--- src/sv/mbc_pkg.sv ---
// Shared types and constants for the modular binomial coefficient core.
// Holds the query and result word formats and the Barrett reduction constants.
// No dependencies; every other file imports this package.
package mbc_pkg;

    // Field widths of the query and result words.
    localparam int ADDR_W = 10;
    localparam int MOD_W  = 30;

    // Table depth follows the index width.
    localparam int TABLE_DEPTH = 1 << ADDR_W;

    // Prime modulus and its Fermat exponent p - 2.
    localparam longint unsigned PRIME_MODULUS = 64'd1000000007;
    localparam logic [MOD_W-1:0] FERMAT_EXP = MOD_W'(PRIME_MODULUS - 64'd2);

    // Barrett constant floor(2^(2*MOD_W) / p); it needs MOD_W + 1 bits.
    localparam int EST_W = MOD_W + 1;
    localparam longint unsigned BARRETT_MU = (64'd1 << (2 * MOD_W)) / PRIME_MODULUS;

    // Register stages in one modular multiplier.
    localparam int MUL_LAT = 5;

    // Result queue depth; it covers the pipeline latency with room to spare.
    localparam int Q_DEPTH = 16;
    localparam int Q_W     = $clog2(Q_DEPTH);
    localparam int QCNT_W  = $clog2(Q_DEPTH + 1);

    typedef struct packed {
        logic [ADDR_W-1:0] top;
        logic [ADDR_W-1:0] pick;
    } query_t;

    typedef struct packed {
        logic [MOD_W-1:0] value;
        logic             bad_args;
    } result_t;

endpackage

--- src/sv/mbc_modmul.sv ---
// Pipelined modular multiplier: product = a * b mod p, Barrett reduction.
// Five register stages, one new operand pair per cycle.
// Depends on mbc_pkg for the modulus, widths and Barrett constant.
module mbc_modmul (
    input  logic                     clk,
    input  logic                     rst_n,
    input  logic                     start,
    input  logic [mbc_pkg::MOD_W-1:0] a,
    input  logic [mbc_pkg::MOD_W-1:0] b,
    output logic                     done,
    output logic [mbc_pkg::MOD_W-1:0] product
);
    import mbc_pkg::*;

    localparam int PROD_W = 2 * MOD_W;
    localparam int LO_W   = MOD_W + 2;
    localparam int QP_W   = EST_W + MOD_W;

    logic [MUL_LAT-1:0] vld_reg;
    logic [PROD_W-1:0]  prod_reg;
    logic [2*EST_W-1:0] est_reg;
    logic [LO_W-1:0]    lo2_reg;
    logic [LO_W-1:0]    lo3_reg;
    logic [LO_W-1:0]    qp_reg;
    logic [LO_W-1:0]    rem_reg;
    logic [MOD_W-1:0]   product_reg;
    logic [EST_W-1:0]   quot;
    logic [QP_W-1:0]    qp_full;

    // The quotient estimate is at most two below the true quotient.
    assign quot    = est_reg[2*EST_W-1:MOD_W+1];
    assign qp_full = QP_W'(quot) * QP_W'(PRIME_MODULUS);

    // Valid flags follow the operands through the stages.
    always_ff @(posedge clk or negedge rst_n)
    begin
        if (!rst_n)
        begin
            vld_reg <= '0;
        end
        else
        begin
            vld_reg <= {vld_reg[MUL_LAT-2:0], start};
        end
    end

    // Datapath: full product, quotient estimate, q * p, remainder, correction.
    always_ff @(posedge clk)
    begin
        prod_reg <= PROD_W'(a) * PROD_W'(b);

        est_reg <= (2*EST_W)'(prod_reg[PROD_W-1:MOD_W-1]) * (2*EST_W)'(BARRETT_MU);
        lo2_reg <= prod_reg[LO_W-1:0];

        qp_reg  <= qp_full[LO_W-1:0];
        lo3_reg <= lo2_reg;

        // The true remainder is below 3p, so the low bits are enough.
        rem_reg <= lo3_reg - qp_reg;

        if (rem_reg >= LO_W'(2 * PRIME_MODULUS))
        begin
            product_reg <= MOD_W'(rem_reg - LO_W'(2 * PRIME_MODULUS));
        end
        else if (rem_reg >= LO_W'(PRIME_MODULUS))
        begin
            product_reg <= MOD_W'(rem_reg - LO_W'(PRIME_MODULUS));
        end
        else
        begin
            product_reg <= MOD_W'(rem_reg);
        end
    end

    assign done    = vld_reg[MUL_LAT-1];
    assign product = product_reg;

endmodule

--- config.mk ---
export PLATFORM = sky130hd
export DESIGN_NAME = mbc_modmul
export DESIGN_NICKNAME = d
export VERILOG_FILES = /design/src/sv/mbc_pkg.sv /design/src/sv/mbc_modmul.sv
export SDC_FILE = /design/constraint.sdc
export NUM_CORES = 2
export LEC_CHECK = 0
export BUFFER_PORTS_ARGS = -buffer_cell sky130_fd_sc_hd__buf_4
export CORE_ASPECT_RATIO = 0.9
export CORE_MARGIN = 10
export CORE_UTILIZATION = 67
export DETAILED_ROUTE_END_ITERATION = 12
export PLACE_DENSITY = 0.81
export SLEW_MARGIN = 20
export SYNTH_ARGS = -nofsm -noshare
export SYNTH_HDL_FRONTEND = slang
export SYNTH_SLANG_ARGS = --single-unit
export TNS_END_PERCENT = 5
--- constraint.sdc ---
create_clock -name clk -period 7.35 [get_ports clk]
set_input_delay 0.3675 -clock clk [delete_from_list [all_inputs] [get_ports clk]]
set_output_delay 0.3675 -clock clk [all_outputs]
set_load 0.005 [all_outputs]
==> impl_metrics.py <==
metrics = {
    "status": {
        "status": "completed",
    },
    "final_layout": {
        "nFillCells": 5843,
        "instances_no_fill": 7283,
        "multi_input_area_um2": 45700,
        "syn2layout_area_growth_pct": 8.32,
        "ff_latch_area_um2": 5110,
        "nets": 8213,
        "largest_register_ffs": 60,
        "drive_gt1_frac": 0.0779,
    },
    "yosys": {
        "synth-seq-cells": 254,
        "synth_flop_cell": "dfxtp_1",
        "yosysWarningCount": 0,
        "synthCells": 5892,
        "synthMostInstantiatedCell": "inv_1",
        "yosysSeqAreaShare": 0.0893,
        "synth_area_leaders": "fa_1 (43%), ha_1 (17%), inv_1 (9.8%)",
        "yosysTopAreaCell": "fa_1",
        "ys_top_cells_by_count": "inv_1 (1500), fa_1 (1224), ha_1 (796), and2_1 (538), nand2_1 (454)",
        "synth_edf_count": 0,
        "ys_types": 79,
        "synth_area_um2": 57200,
        "async_flop_share": 0.0197,
        "syn_nets": 7975,
        "synth_top_area_share": 0.428,
        "syn_area_per_cell_um2": 9.71,
    },
    "die": {
        "die_width_um": 328,
        "io_pins": 94,
        "row_count": 101,
        "core-area_um2": 84500,
        "die-area_um2": 97500,
        "die_h_um": 297,
        "initial_core_util": 0.677,
    },
    "clock_network": {
        "h-tree-depth": 1,
        "cts_root_buf": "clkbuf_16",
        "cts_buffers": 27,
        "cts_tree": "yes",
        "clockBufferDepth": 3,
        "cts_num_sinks": 254,
        "clk_latency_ps": 600,
        "clkTransAtPathRegs_ps": 90,
    },
    "timing": {
        "whs_ps": 140,
        "fmax_mhz": 140,
        "finalCriticalPeriod_ps": 7120,
        "final_max_slew_viol_count": 0,
        "finalCritPeriodShare": 0.969,
        "slew_headroom": 0.557,
        "setup_violations": 0,
        "tns_ps": 0,
        "hold_violations": 0,
        "worst_clock_skew_ps": 48.9,
        "rsz0062_at_grt": "true",
        "worstMarginPinSlew_ps": 665,
    },
    "worst_setup_path": {
        "crit_type": "in -> reg",
        "crit_fanout": 9,
        "crit_path_top_delay_cell": "fa_1",
        "cp-start-kind": "primary input",
        "required_ps": 7890,
        "cp_data_arrival_time_ps": 7660,
        "end_kind": "register",
        "crit_path_max_incr_delay_ps": 560,
        "critical-path-top-delay-family": "adder cells",
        "path_common_cell": "fa_1",
        "path_buf_inv": 9,
    },
    "detailed_routing": {
        "first_iter_violations": 2441,
        "vias": 40500,
        "routed_wirelength_um": 136000,
        "wl_per_cell_um": 18.7,
        "via_per_inst": 5.56,
        "drt_pass1_iterations": 6,
        "ant_nets": 0,
        "drc": 0,
    },
    "place": {
        "dp_cells": 7231,
        "place_congestion": 0.963,
        "io_buffers": 93,
        "post-dp-hpwl_um": 120000,
    },
    "global_route": {
        "grt_max_degree": 31,
        "overflow": 0,
        "antenna_found_initial": 2,
        "grt_usage": 0.287,
        "grt_pass1_wl_um": 228000,
        "grt_pass1_vias": 45500,
    },
    "hold_path": {
        "hold_path.class": "in -> async",
    },
    "flow_run": {
        "maxCapViolCount": 0,
    },
}
[stage by stage]
step	instance area [um^2]	util	worst slack, ps
after global placement	61000	0.722	-276
after detailed placement	61000	0.722	-394
after floorplan	57200	-	24.7
after CTS	61900	0.732	72.4
final	62000	0.733	230
after global routing	62000	0.733	-63.8
[final timing paths]
check / from / endpoint / slack, ps / cells after the start
max: b[3] / prod_reg[56] / 230 / 29
min: rst_n / vld_reg[3] / 140 / 2
max reg2reg: prod_reg[41] / est_reg[61] / 270 / 23
min reg2reg: prod_reg[6] / lo2_reg[6] / 320 / 0
max in group asynchronous: rst_n / vld_reg[0] / 7110 / 2
min in group clk: b[0] / prod_reg[0] / 270 / 2
[cell usage in the layout, fill, tap and decap left out, types with 5 or more instances in the layout]
| cell type | instances |
|---|---|
| inv_1 | 1500 |
| fa_1 | 1224 |
| ha_1 | 796 |
| and2_1 | 538 |
| nand2_1 | 454 |
| buf_4 | 401 |
| dfxtp_1 | 248 |
| a21oi_1 | 147 |
| xnor2_1 | 137 |
| a21o_1 | 86 |
| nor2_1 | 82 |
| o21ai_0 | 64 |
| xor2_1 | 53 |
| o21a_1 | 29 |
| nand3_1 | 28 |
| clkbuf_16 | 27 |
| nor3_1 | 26 |
| o21bai_1 | 23 |
| nand4_1 | 21 |
| nor2b_1 | 18 |
| nand2b_1 | 16 |
| a31oi_1 | 15 |
| and3_1 | 15 |
| a211oi_1 | 12 |
| a21boi_0 | 11 |
| o211ai_1 | 10 |
| o31ai_1 | 9 |
| or3_1 | 8 |
| buf_12 | 8 |
| o21ai_1 | 7 |
| nor4_1 | 7 |
| o22ai_1 | 6 |
| or2_2 | 6 |
| o41ai_1 | 6 |
| o2111ai_1 | 5 |
| clkbuf_1 | 5 |
| dfrtp_1 | 5 |
[area by class of cell]
type / instances / share of cell area
antenna: 2 / 0.0000807
clock buffer: 34 / 0.0116
clock inverter: 13 / 0.00262
inverter: 1500 / 0.0908
multi-input combinational: 3936 / 0.738
sequential: 254 / 0.0825
tap: 1133 / 0.0229
timing repair buffer: 411 / 0.0515
[timing repair]
action | 4_1_cts | 5_1_grt
buffers inserted | 0 | 1
hold buffers | 2 | 0
endpoints found under the setup margin | 0 | 19
gates resized for setup | 0 | 11
hold endpoints to repair | 6 | 0
[per-layer routing]
layer | up-vias | global-route usage | wire, um
met3 | 341 | 0.0380 | 9410
met2 | 1465 | 0.496 | 67100
met4 | 2 | 0.0952 | 5240
met5 | - | 0 | 11
met1 | 20500 | 0.370 | 54100
li1 | 18200 | - | -
[cell families (layout without fill, tap and decap cells)]
| group | after synthesis | in the layout | synth area share |
|---|---|---|---|
| compound gates | 489 | 489 | 0.0561 |
| xor+xnor | 190 | 190 | 0.0291 |
| fa+ha+maj | 2020 | 2020 | 0.602 |
| buf+inv | 1702 | 1958 | 0.112 |
| flops | 254 | 254 | 0.0893 |
| mux | 1 | 1 | 0.000175 |
| other cells | 0 | 2 | 0 |
| simple gates | 1236 | 1236 | 0.111 |
[worst register-to-register path, stage by stage, from the launching register on]
cell       delay (ps)
dfxtp_1           520
buf_4             250
ha_1              260
fa_1              400
fa_1              470
fa_1              500
inv_1              50
fa_1              500
inv_1              60
fa_1              550
fa_1              410
ha_1              340
a21oi_1           160
o21ai_0           170
a2111oi_2         470
buf_4             180
a31oi_1           170
o2111ai_1         280
buf_4             170
nand2_1            80
a21oi_1           260
o221ai_1          220
or4_1             430
nand4_1           110
Power is not shown: default switching activity piles up to over one toggle a cycle in this logic, so the estimate is an artifact.
